File: src/hdl/cbp_pkg.sv
// Shared types, sizes and index function of the correlating branch predictor.
package cbp_pkg;

    localparam int HISTORY_BITS   = 10;
    localparam int PC_INDEX_BITS  = 2;
    localparam int INDEX_BITS     = HISTORY_BITS + PC_INDEX_BITS;
    localparam int TABLE_DEPTH    = 1 << INDEX_BITS;
    localparam int CTR_BITS       = 2;
    localparam int PC_BITS        = 32;
    localparam int PC_WORD_BITS   = PC_BITS - 2;
    localparam int QUEUE_DEPTH    = 4;
    localparam int QUEUE_PTR_BITS = $clog2(QUEUE_DEPTH);
    localparam int QUEUE_CNT_BITS = QUEUE_PTR_BITS + 1;

    localparam logic [CTR_BITS-1:0] CTR_MIN   = '0;
    localparam logic [CTR_BITS-1:0] CTR_MAX   = '1;
    localparam logic [CTR_BITS-1:0] CTR_TAKEN = CTR_BITS'(2);

    localparam logic [PC_WORD_BITS-1:0] PC_SEL_MASK =
        PC_WORD_BITS'((64'd1 << PC_INDEX_BITS) - 64'd1);

    typedef struct packed {
        logic [PC_BITS-1:0] branch_pc;
        logic               actual_taken;
    } branch_item_t;

    typedef struct packed {
        logic predicted_taken;
        logic prediction_correct;
    } result_item_t;

    typedef struct packed {
        logic                  en;
        logic [INDEX_BITS-1:0] addr;
        logic [CTR_BITS-1:0]   data;
    } ctr_write_t;

    function automatic logic [INDEX_BITS-1:0] table_index(
        input logic [HISTORY_BITS-1:0] history,
        input logic [PC_BITS-1:0]      pc
    );
        logic [HISTORY_BITS+PC_WORD_BITS-1:0] wide;
        wide = {history, {PC_WORD_BITS{1'b0}}} >> (PC_WORD_BITS - PC_INDEX_BITS);
        wide = wide | {{HISTORY_BITS{1'b0}}, pc[PC_BITS-1:2] & PC_SEL_MASK};
        return wide[INDEX_BITS-1:0];
    endfunction

endpackage

File: src/hdl/cbp_counter_stage.sv
// Read-modify-write stage: predicts from the counter, saturates it and writes it back.
module cbp_counter_stage (
    input  logic                          clk,
    input  logic                          rst_n,
    input  logic                          accept,
    input  logic [cbp_pkg::INDEX_BITS-1:0] index,
    input  logic                          taken,
    input  logic [cbp_pkg::CTR_BITS-1:0]   rd_data,
    output cbp_pkg::ctr_write_t           wr,
    output logic                          res_valid,
    output cbp_pkg::result_item_t         res
);

    logic                           s1_valid_reg;
    logic [cbp_pkg::INDEX_BITS-1:0] s1_index_reg;
    logic                           s1_taken_reg;
    logic                           fwd_valid_reg;
    logic [cbp_pkg::INDEX_BITS-1:0] fwd_addr_reg;
    logic [cbp_pkg::CTR_BITS-1:0]   fwd_data_reg;
    logic [cbp_pkg::CTR_BITS-1:0]   ctr;
    logic [cbp_pkg::CTR_BITS-1:0]   ctr_next;
    logic                           pred;

    always_ff @(posedge clk or negedge rst_n)
    begin
        if (!rst_n)
        begin
            s1_valid_reg  <= 1'b0;
            fwd_valid_reg <= 1'b0;
        end
        else
        begin
            s1_valid_reg  <= accept;
            fwd_valid_reg <= wr.en;
        end
    end

    always_ff @(posedge clk)
    begin
        s1_index_reg <= index;
        s1_taken_reg <= taken;
        fwd_addr_reg <= wr.addr;
        fwd_data_reg <= wr.data;
    end

    // The RAM returns the old value when the previous item wrote the same entry.
    always_comb
    begin
        if (fwd_valid_reg && (fwd_addr_reg == s1_index_reg))
        begin
            ctr = fwd_data_reg;
        end
        else
        begin
            ctr = rd_data;
        end

        pred = (ctr >= cbp_pkg::CTR_TAKEN);

        if (s1_taken_reg)
        begin
            ctr_next = (ctr == cbp_pkg::CTR_MAX) ? ctr : ctr + cbp_pkg::CTR_BITS'(1);
        end
        else
        begin
            ctr_next = (ctr == cbp_pkg::CTR_MIN) ? ctr : ctr - cbp_pkg::CTR_BITS'(1);
        end
    end

    assign wr.en   = s1_valid_reg;
    assign wr.addr = s1_index_reg;
    assign wr.data = ctr_next;

    assign res_valid              = s1_valid_reg;
    assign res.predicted_taken    = pred;
    assign res.prediction_correct = (pred == s1_taken_reg);

endmodule

File: config.mk
export PLATFORM = sky130hd
export DESIGN_NAME = cbp_counter_stage
export DESIGN_NICKNAME = d
export VERILOG_FILES = /design/src/hdl/cbp_pkg.sv /design/src/hdl/cbp_counter_stage.sv
export SDC_FILE = /design/constraint.sdc
export NUM_CORES = 1
export LEC_CHECK = 0
export BUFFER_PORTS_ARGS = -buffer_cell sky130_fd_sc_hd__buf_2
export CORE_UTILIZATION = 40
export CTS_CLUSTER_DIAMETER = 120
export CTS_CLUSTER_SIZE = 40
export DETAILED_ROUTE_END_ITERATION = 6
export GPL_TIMING_DRIVEN = 0
export PLACE_DENSITY = 0.72
export SLEW_MARGIN = 0
export SYNTH_ARGS = -nofsm -noshare
export SYNTH_HDL_FRONTEND = slang
export SYNTH_SLANG_ARGS = --single-unit
File: constraint.sdc
create_clock -name clk -period 1.65 [get_ports clk]
set_clock_uncertainty 0.15 [all_clocks]
set_input_delay 0.165 -clock clk [delete_from_list [all_inputs] [get_ports clk]]
set_output_delay 0.165 -clock clk [all_outputs]
set_load 0.005 [all_outputs]
### Word level (Yosys, flattened, before mapping)

Cells that the tools add are included.
Widths: inputs -> output; s select.

| storage, ports and cells | value |
|---|---|
| flip-flop bits (word level) | 29 |
| bits of input ports | 18 |
| output and inout bits | 18 |
| word-level logic and storage cells | 18 |

| cells by class | value |
|---|---|
| add/subtract/negate cells | 2 |
| order comparisons | 1 |
| equal/unequal tests | 3 |
| mux-type cells | 4 |
| reductions and logical operators | 2 |

Operator list:

| cell | count |
|---|---|
| $eq 12x12->1 | 1 |
| $mux 2 | 4 |
| $add 2x1->2 const B | 1 |
| $eq 2x2->1 const B | 1 |
| $ge 2x2->1 const B | 1 |
| $logic_not 2->1 | 1 |
| $sub 2x1->2 const B | 1 |
| $eq 1x1->1 | 1 |
| $logic_and 1x1->1 | 1 |

### Depth between registers and ports, before layout

| depth | value |
|---|---|
| depth after elaboration | 6 |
| gate-level depth with buffers | 5 |
| gate-level depth less buffers | 5 |

### Worst setup path before layout

OpenSTA, ideal clock, no wires.

| timing path | value |
|---|---|
| path type | flip-flop to output port |
| start point | reg s1_index_reg[6] (netlist bit) |
| end point | out res[0] (netlist bit) |
| arrival time | 1468 ps |
| data required time | 1335 ps |
| slack | -133 ps |
| cell stages (with the launch flop) | 6 |
| buffers on the path | 0 |
| path through | dfxtp_1 > xnor2_1 > nand4_1 > nor4_4 > mux2_4 > xnor2_1 |

RTL lines:

| item | RTL line | text |
|---|---|---|
| from (decl) | cbp_counter_stage.sv:15 | `logic [cbp_pkg::INDEX_BITS-1:0] s1_index_reg;` |
| from (signal assigned) | cbp_counter_stage.sv:40 | `s1_index_reg <= index;` |
| to (decl) | cbp_counter_stage.sv:11 | `output cbp_pkg::result_item_t res` |

==> impl_metrics.ini <==
[routing]
drt_iter0_drc = 2
wl_um = 1590
drt_pass1_iterations = 2
ant_nets = 0
route.detailed.drc = 0
dr_total_vias = 631
vias_per_cell = 4.23
post_drt_wl_per_cell_um = 10.7

[synthesis]
synth.avg_cell_area_sq_um = 14.1
synth_area_leader_cell = dfxtp_1
yosysWarnings = 0
synth_top_area_share_pct = 63.9
syn_nets = 78
ys_types = 15
synth_area_leaders = dfxtp_1 (64%), xnor2_1 (13%), dfrtp_1 (5.9%)
synth-edff-count = 0
netlist_area_sq_um = 846
yosys_register_bits = 29
syn_inst = 60
synthArstFlopShare_pct = 6.90
yosysMostFrequentCell = dfxtp_1
ys_seq_area_share_pct = 69.8
netlist_top_cells_count = dfxtp_1 (27), xnor2_1 (13), maj3_1 (3)
synthFlopType = dfxtp_1

[grt]
first_global_vias = 537
grt_pass1_wl_um = 2080
gr-total-overflow = 0
antenna_found_initial = 0
grt_max_degree = 9
grt_usage_pct = 15.0

[min_path]
holdCritPathClass = primary input to flop

[clocking]
worstSkewPairLatency_ns = 0.32
cts_buffer_depth = 2
root_buffer = clkbuf_4
tritoncts.num_buffers = 5
cts_tree = built
cts_sinks = 29
h-tree-depth = 2
clk_pin_slew_ns = 0.08

[timing]
setup_viol = 5
worst_slack_ns = -0.539
drv_slew = 0
hold_viol_final = 0
rsz0062_at_grt = true
fin_crit_ns = 2.19
relSlewSlack_pct = 80.5
max_clock_freq_mhz = 457
fin_crit_sh_pct = 133
worst_pin_slew_ns = 0.290

[finish]
syn2layout_area_growth_pct = 63.0
drive_gt1_share_pct = 54.1
num-nets-final = 140
final_area_sq_mm = 0.00138
final_core_util_pct = 69.6
antennaDiodeCount = 0

[critical_path]
critical_path_class = flop to output pin
required_ns = 1.33
cp-end-kind = output pin
start_kind = flop
critical_path.max_fanout = 3
arrival_ns = 1.87

[floorplanning]
die_y_um = 48.0
initial_utilization_pct = 42.7
die_area_sq_mm = 0.00230
chipWidth_um = 48.0
rows = 16
core_region_area_sq_mm = 0.00198
io-pin-count = 36

[flow_run]
drv_cap = 0

[run_status]
outcome = finished, violations left
violations = negative setup slack

[pwr]
leakage_nw = 0.627
cellPowerDensity_mw_per_mm2 = 966
ir_drop_v = 0.000883

[placed_design]
placed_cell_area_sq_mm = 0.00107
io_buffer_count = 35
place_congestion = 0.610
## final cells by class
type / instances / area (sq um)
Buffer: 2 / 15.0
Clock buffer: 7 / 55.1
Fill cell: 144 / 603
Inverter: 2 / 7.51
Multi-Input combinational cell: 27 / 288
Sequential cell: 29 / 602
Tap cell: 27 / 33.8
Timing Repair Buffer: 55 / 378
## critical path, cell delays in order (launching register included)
cell,delay [ns]
dfxtp_2,0.33
xnor2_2,0.16
nand3_2,0.11
nor4_4,0.36
mux2_4,0.35
xnor2_2,0.13
buf_2,0.13
## layer usage
layer	share of wire, %	global-route usage [%]	up-vias
met1	37	11.9	281
met4	2.8	11.7	0
li1	-	-	316
met2	52	24.1	30
met3	8.4	11.7	4
met5	0	0	-
## cell families (layout without fill, tap and decap cells)
group	after synthesis	in the layout	synth area share [%]
compound gates	2	2	1.48
xor+xnor	13	13	13.5
fa+ha+maj	3	3	3.55
buf+inv	4	66	2.66
flops	29	29	69.8
mux	2	2	3.11
simple gates	7	7	5.92
## worst paths after layout
path	from	to	slack, ns	cells after the start
setup / recovery	fwd_addr_reg[2]$_DFF_P_	res[0]	-0.54	6
hold / removal	rd_data[1]	fwd_data_reg[0]$_DFF_P_	0.15	3
setup reg to reg	fwd_addr_reg[2]$_DFF_P_	fwd_data_reg[0]$_DFF_P_	-0.06	5
hold reg to reg	s1_index_reg[10]$_DFF_P_	fwd_addr_reg[10]$_DFF_P_	0.22	0
max in group asynchronous	rst_n	res_valid$_DFF_PN0_	0.67	3
min in group asynchronous	rst_n	fwd_valid_reg$_DFF_PN0_	0.56	3
## what timing repair did
action / in CTS / in global routing
gates cloned: 0 / 0
setup buffers: 2 / 2
hold endpoints to repair: 16 / 0
gates resized for setup: 6 / 10
hold buffers: 16 / 0
setup endpoints to repair: 5 / 6
pin swaps: 7 / 3
## power by group
| group | switching, mW | internal [mW] |
|---|---|---|
| clock network | 0.206 | 0.201 |
| registers | 0.0280 | 0.742 |
| logic | 0.0491 | 0.106 |
| total | 0.283 | 1.05 |
## layout by cell type, fill, tap and decap left out, types with 2 or more instances in the layout
master         count
buf_6              2
maj3_1             3
nand4_1            2
buf_2             33
xnor2_1            9
dfxtp_2            9
xnor2_2            4
dfxtp_1           18
inv_1              2
mux2_4             2
clkbuf_4           5
dfrtp_1            2
buf_4              6
dlygate4sd3_1     16
## per-stage QoR
step | setup TNS, ns | hold WS, ns | total power, mW | std cells | worst slack, ns
after CTS | -2.27 | 0.0158 | 1.34 | 147 | -0.583
after global routing | -2.55 | 0.151 | 1.41 | 149 | -0.646
after global placement | -0.688 | -0.200 | 0.884 | 122 | -0.259
final | -2.04 | 0.152 | 1.33 | 149 | -0.539
after detailed placement | -0.903 | -0.199 | 0.889 | 122 | -0.301
after floorplan | -0.142 | -0.281 | 0.836 | 60 | -0.0721
Note: power is estimated with default switching activity, not from simulation.
