File: src/hdl/cbp_pkg.sv
// Shared types, sizes and index function of the correlating branch predictor.
package cbp_pkg;

    localparam int HISTORY_BITS   = 10;
    localparam int PC_INDEX_BITS  = 2;
    localparam int INDEX_BITS     = HISTORY_BITS + PC_INDEX_BITS;
    localparam int TABLE_DEPTH    = 1 << INDEX_BITS;
    localparam int CTR_BITS       = 2;
    localparam int PC_BITS        = 32;
    localparam int PC_WORD_BITS   = PC_BITS - 2;
    localparam int QUEUE_DEPTH    = 4;
    localparam int QUEUE_PTR_BITS = $clog2(QUEUE_DEPTH);
    localparam int QUEUE_CNT_BITS = QUEUE_PTR_BITS + 1;

    localparam logic [CTR_BITS-1:0] CTR_MIN   = '0;
    localparam logic [CTR_BITS-1:0] CTR_MAX   = '1;
    localparam logic [CTR_BITS-1:0] CTR_TAKEN = CTR_BITS'(2);

    localparam logic [PC_WORD_BITS-1:0] PC_SEL_MASK =
        PC_WORD_BITS'((64'd1 << PC_INDEX_BITS) - 64'd1);

    typedef struct packed {
        logic [PC_BITS-1:0] branch_pc;
        logic               actual_taken;
    } branch_item_t;

    typedef struct packed {
        logic predicted_taken;
        logic prediction_correct;
    } result_item_t;

    typedef struct packed {
        logic                  en;
        logic [INDEX_BITS-1:0] addr;
        logic [CTR_BITS-1:0]   data;
    } ctr_write_t;

    function automatic logic [INDEX_BITS-1:0] table_index(
        input logic [HISTORY_BITS-1:0] history,
        input logic [PC_BITS-1:0]      pc
    );
        logic [HISTORY_BITS+PC_WORD_BITS-1:0] wide;
        wide = {history, {PC_WORD_BITS{1'b0}}} >> (PC_WORD_BITS - PC_INDEX_BITS);
        wide = wide | {{HISTORY_BITS{1'b0}}, pc[PC_BITS-1:2] & PC_SEL_MASK};
        return wide[INDEX_BITS-1:0];
    endfunction

endpackage

File: src/hdl/cbp_out_queue.sv
// Small result queue that decouples the counter stage from the result channel.
module cbp_out_queue (
    input  logic                              clk,
    input  logic                              rst_n,
    input  logic                              push,
    input  cbp_pkg::result_item_t             push_item,
    output logic                              result_valid,
    input  logic                              result_stall,
    output cbp_pkg::result_item_t             result,
    output logic [cbp_pkg::QUEUE_CNT_BITS-1:0] count
);

    cbp_pkg::result_item_t               entry_reg [cbp_pkg::QUEUE_DEPTH];
    logic [cbp_pkg::QUEUE_PTR_BITS-1:0]  wr_ptr_reg;
    logic [cbp_pkg::QUEUE_PTR_BITS-1:0]  rd_ptr_reg;
    logic [cbp_pkg::QUEUE_CNT_BITS-1:0]  count_reg;
    logic [cbp_pkg::QUEUE_CNT_BITS-1:0]  count_next;
    logic                                pop;

    assign pop = result_valid && !result_stall;

    always_comb
    begin
        count_next = count_reg;
        if (push && !pop)
        begin
            count_next = count_reg + cbp_pkg::QUEUE_CNT_BITS'(1);
        end
        else if (pop && !push)
        begin
            count_next = count_reg - cbp_pkg::QUEUE_CNT_BITS'(1);
        end
    end

    always_ff @(posedge clk or negedge rst_n)
    begin
        if (!rst_n)
        begin
            wr_ptr_reg <= '0;
            rd_ptr_reg <= '0;
            count_reg  <= '0;
        end
        else
        begin
            count_reg <= count_next;
            if (push)
            begin
                wr_ptr_reg <= wr_ptr_reg + cbp_pkg::QUEUE_PTR_BITS'(1);
            end
            if (pop)
            begin
                rd_ptr_reg <= rd_ptr_reg + cbp_pkg::QUEUE_PTR_BITS'(1);
            end
        end
    end

    always_ff @(posedge clk)
    begin
        if (push)
        begin
            entry_reg[wr_ptr_reg] <= push_item;
        end
    end

    assign result_valid = (count_reg != '0);
    assign result       = entry_reg[rd_ptr_reg];
    assign count        = count_reg;

endmodule

File: config.mk
export PLATFORM = sky130hd
export DESIGN_NAME = cbp_out_queue
export DESIGN_NICKNAME = d
export VERILOG_FILES = /design/src/hdl/cbp_pkg.sv /design/src/hdl/cbp_out_queue.sv
export SDC_FILE = /design/constraint.sdc
export NUM_CORES = 1
export LEC_CHECK = 0
export ABC_AREA = 1
export BUFFER_PORTS_ARGS = -buffer_cell sky130_fd_sc_hd__buf_2
export CELL_PAD_IN_SITES_DETAIL_PLACEMENT = 1
export CELL_PAD_IN_SITES_GLOBAL_PLACEMENT = 1
export CORE_ASPECT_RATIO = 1.4
export CORE_MARGIN = 8
export CORE_UTILIZATION = 29
export CTS_CLUSTER_SIZE = 40
export DETAILED_ROUTE_END_ITERATION = 16
export PLACE_DENSITY_LB_ADDON = 0.1
export SLEW_MARGIN = 30
export SYNTH_ARGS = -nofsm -noshare
export SYNTH_HDL_FRONTEND = slang
export SYNTH_SLANG_ARGS = --single-unit
File: constraint.sdc
create_clock -name clk -period 2.51 [get_ports clk]
set_clock_uncertainty 0.2 [all_clocks]
set_input_delay 0.502 -clock clk [delete_from_list [all_inputs] [get_ports clk]]
set_output_delay 0.502 -clock clk [all_outputs]
set_load 0.005 [all_outputs]
After elaboration in Yosys (flattened, before gate mapping)
Memory sizes are Yosys's and may differ from the RTL's.
Index checks and enable logic that the tools add are counted.
Widths: inputs -> output; s select.

cells by class
  $add $sub $neg = 4
  multiply operators = 0
  reduce and logical (&&, ||, !) cells = 8
  shifts and indexed selects = 0
  equality and inequality tests = 0
  bitwise logic cells = 0
  magnitude comparators = 0
  divide/modulo/power cells = 0
  multiplexer cells = 4

operators by type and width
  kind                 number
  $mux 3               2
  $add 2x1->2 const B  2
  $add 3x1->3 const B  1
  $logic_and 1x1->1    3
  $logic_not 1->1      3
  $reduce_bool 3->1    1
  $sub 3x1->3 const B  1
  $mux 1               2
  $reduce_bool 2->1    1

word-level totals
  memory bits (writable) = 8
  bits in read-only memories = 0
  bits in registers = 7
  memories kept = 1
  logic and storage cells = 20
  bits in latches = 0

memories
  memory     depth  width  read ports  clocked after Yosys merged registers in  wr ports  line                 text
  entry_reg  4      2      1           0                                        1         cbp_out_queue.sv:13  cbp_pkg::result_item_t entry_reg [cbp_pkg::QUEUE_DEPTH];

Depth between registers and ports, before layout
Gate-level depths: netlist (run 1).

  word-level depth = 5
  gate-level depth with buffers = 11

Worst setup path before layout (run 1)
Ideal clock, no wire load.

  path kind = register -> register
  start = register count_reg, in the netlist count[1]
  end = register count_reg, in the netlist count[2]
  period minus slack after synthesis = 1,825 ps
  setup slack = 685 ps
  required time = 2,193 ps
  buffers on the path = 0
  arrival time = 1,508 ps
  cell stages (with the launch flop) = 11
  cell sequence = dfrtp_1 nor2_2 nand2_2 nand2_2 ha_1 inv_1 fa_1 nand2_1 nand3_1 nand2_1 nand2_1

between the ends
  cells in the longest elaborated chain, start to end = 5
  elaborated cells on any way between the ends = 10
  classes of those cells = 2 x add/sub; 2 x mux; 6 x reduce/logical

ends and longest elaborated chain
  what                                                line                 text
  start: declaration                                  cbp_out_queue.sv:16  logic [cbp_pkg::QUEUE_CNT_BITS-1:0] count_reg;
  start signal: assignment                            cbp_out_queue.sv:45  count_reg <= count_next;
  $reduce_bool 3->1 (*)                               cbp_out_queue.sv:65  assign result_valid = (count_reg != '0);
  via result_valid                                    cbp_out_queue.sv:7   output logic result_valid,
  $logic_and 1x1->1 (*)                               cbp_out_queue.sv:20  assign pop = result_valid && !result_stall;
  $logic_not 1->1                                     cbp_out_queue.sv:25  if (push && !pop)
  $logic_and 1x1->1                                   cbp_out_queue.sv:25
  $mux 3 / $reduce_bool 2->1 (equally long branches)  n/a

Mark *: on every way through the listed nets, which the timed path passes. The rest lies on a longest branch. The select of a mux whose other input is x is not followed.
A chain may end at the register's enable or synchronous reset.

Worst setup path in the final report (run 1)
  start = register count_reg, in the netlist count[0]
  end = register count_reg, in the netlist count[2]

between the ends
  cells in the longest elaborated chain, start to end = 5
  elaborated cells on any way between the ends = 10
  classes of those cells = 2 x add/sub; 2 x mux; 6 x reduce/logical

ends and longest elaborated chain
  what
  parallel branches: the longest is 5 deep, another holds $sub 3x1->3

Parallel ways; which one is timed is not known. The select of a mux whose other input is x is not followed.

==> results.json, run 1 <==
{
  "worstSetupEndpoint": "count[2]",
  "hold_start": "push_item[0]",
  "synthToLayoutAreaGrowth_pct": 17.5,
  "synthXorXnorAreaFrac_pct": 2.33,
  "clock_latency_ns": 0.28,
  "drtIter0Drc": 10,
  "clock_sinks": 15,
  "hold_viol": 0,
  "place.gp.congestion": 0.670,
  "synth_common_cells": "nand2_1 (23), inv_1 (16), edfxtp_1 (8)",
  "postPlaceCellArea_um2": 847,
  "root_buffer": "clkbuf_4",
  "io_buffers": 11,
  "tightest_slew_ns": 0.205,
  "fmax_mhz": 517,
  "track_usage_pct": 6.70,
  "routedWlPerCell_um": 10.4,
  "numCtsBuffers": 3,
  "synth_fp_nets": 89,
  "start_kind": "flop",
  "antenna_found_initial": 0,
  "yosys_warnings": 0,
  "yosys_register_bits": 15,
  "fin_crit_sh_pct": 77.0,
  "post-cts-setup-buffers": 0,
  "drt-total-wl_mm": 1.33,
  "ys_top_cells_by_area": "edfxtp_1 (32%), dfrtp_1 (23%), nand2_1 (11%), ha_1 (8.3%), inv_1 (8.0%)",
  "syn_inst": 77,
  "synth_top_cell_by_area": "edfxtp_1",
  "fillers": 318,
  "grt_max_degree": 11,
  "cts_buffer_depth": 2,
  "synth_area_per_cell_um2": 9.77,
  "startpoint": "count[0]",
  "yosys.area.top_type_share_pct": 31.9,
  "grt_pass1_vias": 565,
  "crit_fanout": 5,
  "cts_hold_buffers": 1,
  "drtPass1Iterations": 2,
  "clk_pin_slew_worst_paths_ns": 0.08,
  "drive_above_1_share_pct": 20.7,
  "synth_compound_area_share_pct": 4.66,
  "r2r_end": "count[2]",
  "slew_headroom_pct": 86.4,
  "synthFlopType": "edfxtp_1",
  "reg2regPathDepth": 10,
  "period_minus_slack_ns": 1.93,
  "stdcell_count": 128,
  "via_per_inst": 4.16,
  "pre_cts_ws_ns": 0.547,
  "post-synth-top-count-cell": "nand2_1",
  "drtAntennaViolNets": 0,
  "async_reset_ff_share_pct": 46.7,
  "drc_errors": 0,
  "finalSetupViolations": 0,
  "synth_edf_count": 8,
  "design_area_um2": 883,
  "post-place-cells": 123,
  "worstReg2RegStart": "count[0]",
  "hpwlAfterDp_mm": 1.15,
  "num_rows": 22,
  "dieArea_mm2": 0.00450,
  "synth.distinct_cells": 16,
  "drv_cap": 0,
  "die_h_um": 76.3,
  "drv_slew": 0,
  "critPathKind": "reg2reg",
  "hp-class": "in2reg",
  "power_mw": 0.924,
  "synthAdderAreaFrac_pct": 11.0,
  "leakage_nw": 0.453,
  "synth_top_family_by_area": "simple AND/OR/NAND/NOR gates",
  "start_util_pct": 29.7,
  "cts_tree": "built",
  "end_kind": "flop",
  "cts_resized": 0,
  "vdd_drop_max_mv": 0.420,
  "die_w_um": 59.0,
  "overflow": 0,
  "synthSimpleGateAreaFrac_pct": 17.6,
  "syn-cell-area_um2": 752,
  "h-tree-depth": 1,
  "rsz0062_at_grt": "no",
  "grt_pass1_wl_mm": 2.30,
  "power.density_mw_per_mm2": 1050,
  "cp.required_ns": 2.48,
  "antenna_cells": 0,
  "regToRegSetupSlack_ns": 0.58,
  "io_pins": 12,
  "yosysSeqAreaShare_pct": 55.2,
  "vias": 533,
  "setup_ws_ns": 0.576,
  "finalNetCount": 105,
  "largest_register_ffs": 8,
  "tns_ns": 0,
  "core_mm2": 0.00253,
  "synth_mux_area_share_pct": 0,
  "status": "finished, final reports clean",
  "cp.arrival_ns": 1.91
}
## worst max-delay path: stages (launching register included)
cell	delay, ns
dfrtp_1	0.45
nor2_2	0.12
nand2_2	0.09
nand2_2	0.08
ha_1	0.16
inv_1	0.06
fa_1	0.38
nand2_1	0.10
nand3_1	0.07
nand2_1	0.05
nand2_1	0.04
## where the power goes
part	switching, mW	leakage, nW	internal (mW)	total, mW
sequential	0.0677	0.157	0.345	0.413
combinational	0.219	0.280	0.160	0.379
clock	0.0703	0.0150	0.0616	0.132
total	0.357	0.453	0.567	0.924
## metal layers
layer | GRT usage (%) | part of all wire [%]
met1 | 6.59 | 38
met2 | 11.3 | 57
met3 | 1.86 | 3.9
met4 | 5.05 | 1.2
met5 | 0 | 0
## stage by stage
step | utilization [%] | hold slack (ns)
5_1_grt | 34.9 | 0.229
3_3_place_gp | 33.4 | 0.148
4_1_cts | 34.9 | 0.233
6_report | 34.9 | 0.249
3_5_place_dp | 33.4 | 0.145
2_1_floorplan | - | 0.00641
## final cells by class
class | instances | area [µm²] | share of cell area [%]
flip-flops and latches | 15 | 415 | 47.0
clock buffers | 4 | 26.3 | 2.97
inverters | 17 | 63.8 | 7.22
well taps | 36 | 45.0 | 5.10
repair buffers | 12 | 65.1 | 7.37
multi-input cells | 44 | 268 | 30.3
## layout by cell type (no fill, tap or decap), drive strengths merged, types with 2 or more instances in the layout
master  synthesis  layout
clkbuf          1       4
nand2          25      25
inv            17      17
edfxtp          8       8
ha              5       5
dfrtp           7       7
o211ai          4       4
nand3           3       3
buf             0      11
nor2            2       2
## how the worst min path moves through the flow
stage                      endpoint  slack (ns)  cells after the start
floorplan                  count[0]       0.006                      0
finish              entry_reg[3][0]        0.25                      1
global placement      wr_ptr_reg[1]        0.15                      1
global route        entry_reg[2][0]        0.23                      1
CTS                 entry_reg[3][0]        0.23                      1
detailed placement    wr_ptr_reg[1]        0.15                      1
## cells by family (layout without fill, tap and decap cells)
kind of cell,Yosys count,count (layout)
AO/OA/AOI/OAI,5,5
adder cells (fa/ha/maj),6,6
XOR/XNOR,2,2
buffers and inverters,18,33
AND/OR/NAND/NOR,31,31
flip-flops,15,15
No activity file was read; power rests on OpenSTA's default activity.
==> run 2: changes to the inputs <==
--- a/config.mk
+++ b/config.mk
@@ -5,7 +5,7 @@
 export SDC_FILE = /design/constraint.sdc
 export NUM_CORES = 1
 export LEC_CHECK = 0
-export ABC_AREA = 1
+export ABC_AREA = 0
 export BUFFER_PORTS_ARGS = -buffer_cell sky130_fd_sc_hd__buf_2
 export CELL_PAD_IN_SITES_DETAIL_PLACEMENT = 1
 export CELL_PAD_IN_SITES_GLOBAL_PLACEMENT = 1
==> constraint.sdc (replaced) <==
create_clock -name clk -period 1.9 [get_ports clk]
set_clock_uncertainty 0.2 [all_clocks]
set_input_delay 0.38 -clock clk [delete_from_list [all_inputs] [get_ports clk]]
set_output_delay 0.38 -clock clk [all_outputs]
set_load 0.005 [all_outputs]
==> run 2 against run 1 <==
Register-to-register slack got worse by 0.69 ns; critical endpoint unchanged; combinational power grew 51%; largest power group is now combinational cells; cell area rose by 3.0%; synthesized area down 7.5%; worst hold slack lost 0.13 ns; die area shrank 5.7%; synthesized cell count decreased by 43%; clock power up 36%; the run now ends with negative setup slack left; sequential power up 35%; final cell count down 27%.
==> results.json, run 2 <==
{
  "yosys_register_bits": 15,
  "async_reset_ff_share_pct": 46.7,
  "syn-cell-area_um2": 696,
  "cp.required_ns": 1.91,
  "clock_sinks": 15,
  "num_rows": 21,
  "grt_max_degree": 10,
  "core_mm2": 0.00234,
  "drv_cap": 0,
  "worst-path-buf-inv": 1,
  "synth_common_cells": "edfxtp_1 (8), dfrtp_1 (7), ha_1 (5)",
  "grt_pass1_vias": 520,
  "synth_top_cell_by_area": "edfxtp_1",
  "synth_edf_count": 8,
  "io_buffers": 11,
  "synth.distinct_cells": 16,
  "cp.depth": 8,
  "place.gp.congestion": 0.682,
  "crit_chain": "nor3_4, or2_1, ha_2, inv_2, fa_2, xor2_1, nor2_1, xor2_1",
  "fillers": 258,
  "antenna_found_initial": 0,
  "synthToLayoutAreaGrowth_pct": 30.8,
  "power.density_mw_per_mm2": 1440,
  "vias": 426,
  "period_minus_slack_ns": 2.02,
  "drv_slew": 0,
  "overflow": 0,
  "cts_buffer_depth": 2,
  "yosys.area.top_type_share_pct": 34.5,
  "yosys_warnings": 0,
  "drive_above_1_share_pct": 50.7,
  "ys_top_cells_by_area": "edfxtp_1 (35%), dfrtp_1 (25%), ha_1 (9.0%), mux4_1 (7.6%), xor2_1 (5.0%)",
  "crit_slowest_cell": "dfrtp_2",
  "hold_viol": 0,
  "worstSetupEndpoint": "count[2]",
  "tightest_slew_ns": 0.178,
  "start_util_pct": 29.7,
  "hpwlAfterDp_um": 947,
  "path_delay_family": "adder cells",
  "startpoint": "count[0]",
  "clock_latency_ns": 0.27,
  "finalNetCount": 84,
  "slew_headroom_pct": 88.1,
  "synthFlopType": "edfxtp_1",
  "worstReg2RegStart": "count[0]",
  "die_h_um": 74.0,
  "rsz0062_at_grt": "yes",
  "reg2regPathDepth": 8,
  "r2r_end": "count[2]",
  "finalSetupViolations": 3,
  "yosysSeqAreaShare_pct": 59.7,
  "cts_tree": "built",
  "fmax_mhz": 496,
  "synth_area_per_cell_um2": 15.8,
  "root_buffer": "clkbuf_4",
  "tns_ns": -0.245,
  "track_usage_pct": 6.89,
  "largest_register_ffs": 8,
  "postLayoutCoreUtil_pct": 38.9,
  "critPathKind": "reg2reg",
  "clk_pin_slew_worst_paths_ns": 0.09,
  "drtIter0Drc": 3,
  "final_cell_mix": "buf_2 (11), buf_4 (11), edfxtp_1 (8)",
  "cp.arrival_ns": 2.03,
  "drtPass1Iterations": 2,
  "max_stage_delay_ns": 0.43,
  "io_pins": 12,
  "pre_cts_ws_ns": -0.139,
  "routedWlPerCell_um": 13.7,
  "violations": "negative setup slack",
  "die_w_um": 57.4,
  "crit_fanout": 2,
  "regToRegSetupSlack_ns": -0.12,
  "antenna_cells": 0,
  "drc_errors": 0,
  "drt-total-wl_mm": 1.29,
  "leakage_nw": 0.401,
  "numCtsBuffers": 3,
  "dieArea_mm2": 0.00424,
  "path_common_cell": "xor2_1",
  "hp-class": "in2reg",
  "start_kind": "flop",
  "grt_pass1_wl_mm": 2.23,
  "end_kind": "flop",
  "post-synth-top-count-cell": "edfxtp_1",
  "fin_crit_sh_pct": 106,
  "drtAntennaViolNets": 0,
  "setup_ws_ns": -0.118,
  "status": "finished, violations left",
  "syn_inst": 44,
  "via_per_inst": 4.53,
  "h-tree-depth": 1,
  "vdd_drop_max_mv": 0.607,
  "synth_fp_nets": 56
}
## run 2: cell types whose count changed after synthesis, sizes merged, moves of 2 or more
cell    change
nand2      -24
nand3       -3
xor2        +3
mux4        +2
o211ai      -4
inv        -13
and2        +4
## run 2: how the worst min path moves through the flow
stage / start / to / slack (ns) / depth (start not counted)
5_1_grt: push_item[0] / entry_reg[1][0] / 0.1 / 1
6_report: push_item[0] / entry_reg[0][0] / 0.11 / 1
4_1_cts: push_item[0] / entry_reg[1][0] / 0.10 / 1
3_5_place_dp: rst_n / rd_ptr_reg[1] / 0.03 / 1
3_3_place_gp: rst_n / rd_ptr_reg[1] / 0.03 / 1
2_1_floorplan: rst_n / count[0] / -0.12 / 0
## run 2: area by class of cell
type,count,area [µm²],area share [%]
Timing Repair Buffer,23,148,16.2
Inverter,4,15.0,1.65
Clock inverter,1,5.00,0.550
Sequential cell,15,418,45.9
Multi-Input combinational cell,25,273,30.0
Clock buffer,3,22.5,2.48
Tap cell,23,28.8,3.16
## run 2: kinds of logic (layout without fill, tap and decap cells)
family / Yosys count / count (layout) / synth area share, %
flops: 15 / 15 / 59.7
simple gates: 9 / 9 / 8.81
fa+ha+maj: 6 / 6 / 11.9
xor+xnor: 6 / 6 / 7.55
buf+inv: 4 / 31 / 2.16
mux: 3 / 3 / 9.17
compound gates: 1 / 1 / 0.719
## run 2: through the flow
| stage | power (mW) | area (µm²) | instances | hold slack [ns] |
|---|---|---|---|---|
| after floorplan | 0.844 | 708 | 44 | -0.116 |
| after global placement | 1.06 | 845 | 85 | 0.0282 |
| after detailed placement | 1.08 | 845 | 85 | 0.0286 |
| after CTS | 1.32 | 905 | 94 | 0.102 |
| after global routing | 1.43 | 910 | 94 | 0.0963 |
| final | 1.31 | 910 | 94 | 0.115 |
## run 2: timing repair
item,4_1_cts,5_1_grt
buffers inserted,4,1
hold endpoints to repair,7,0
setup endpoints to repair,4,5
hold buffers,1,0
pin swaps,4,1
resized for setup,2,2
## run 2: report_power, final
part / internal [mW] / switching, mW
Combinational: 0.340 / 0.233
Sequential: 0.464 / 0.0932
Clock: 0.0780 / 0.102
Total: 0.881 / 0.428
## run 2: per-layer routing
layer	routed length (µm)	track usage [%]
met1	531	6.97
met2	666	11.6
met3	79	2.94
met4	11	4.19
met5	0	0
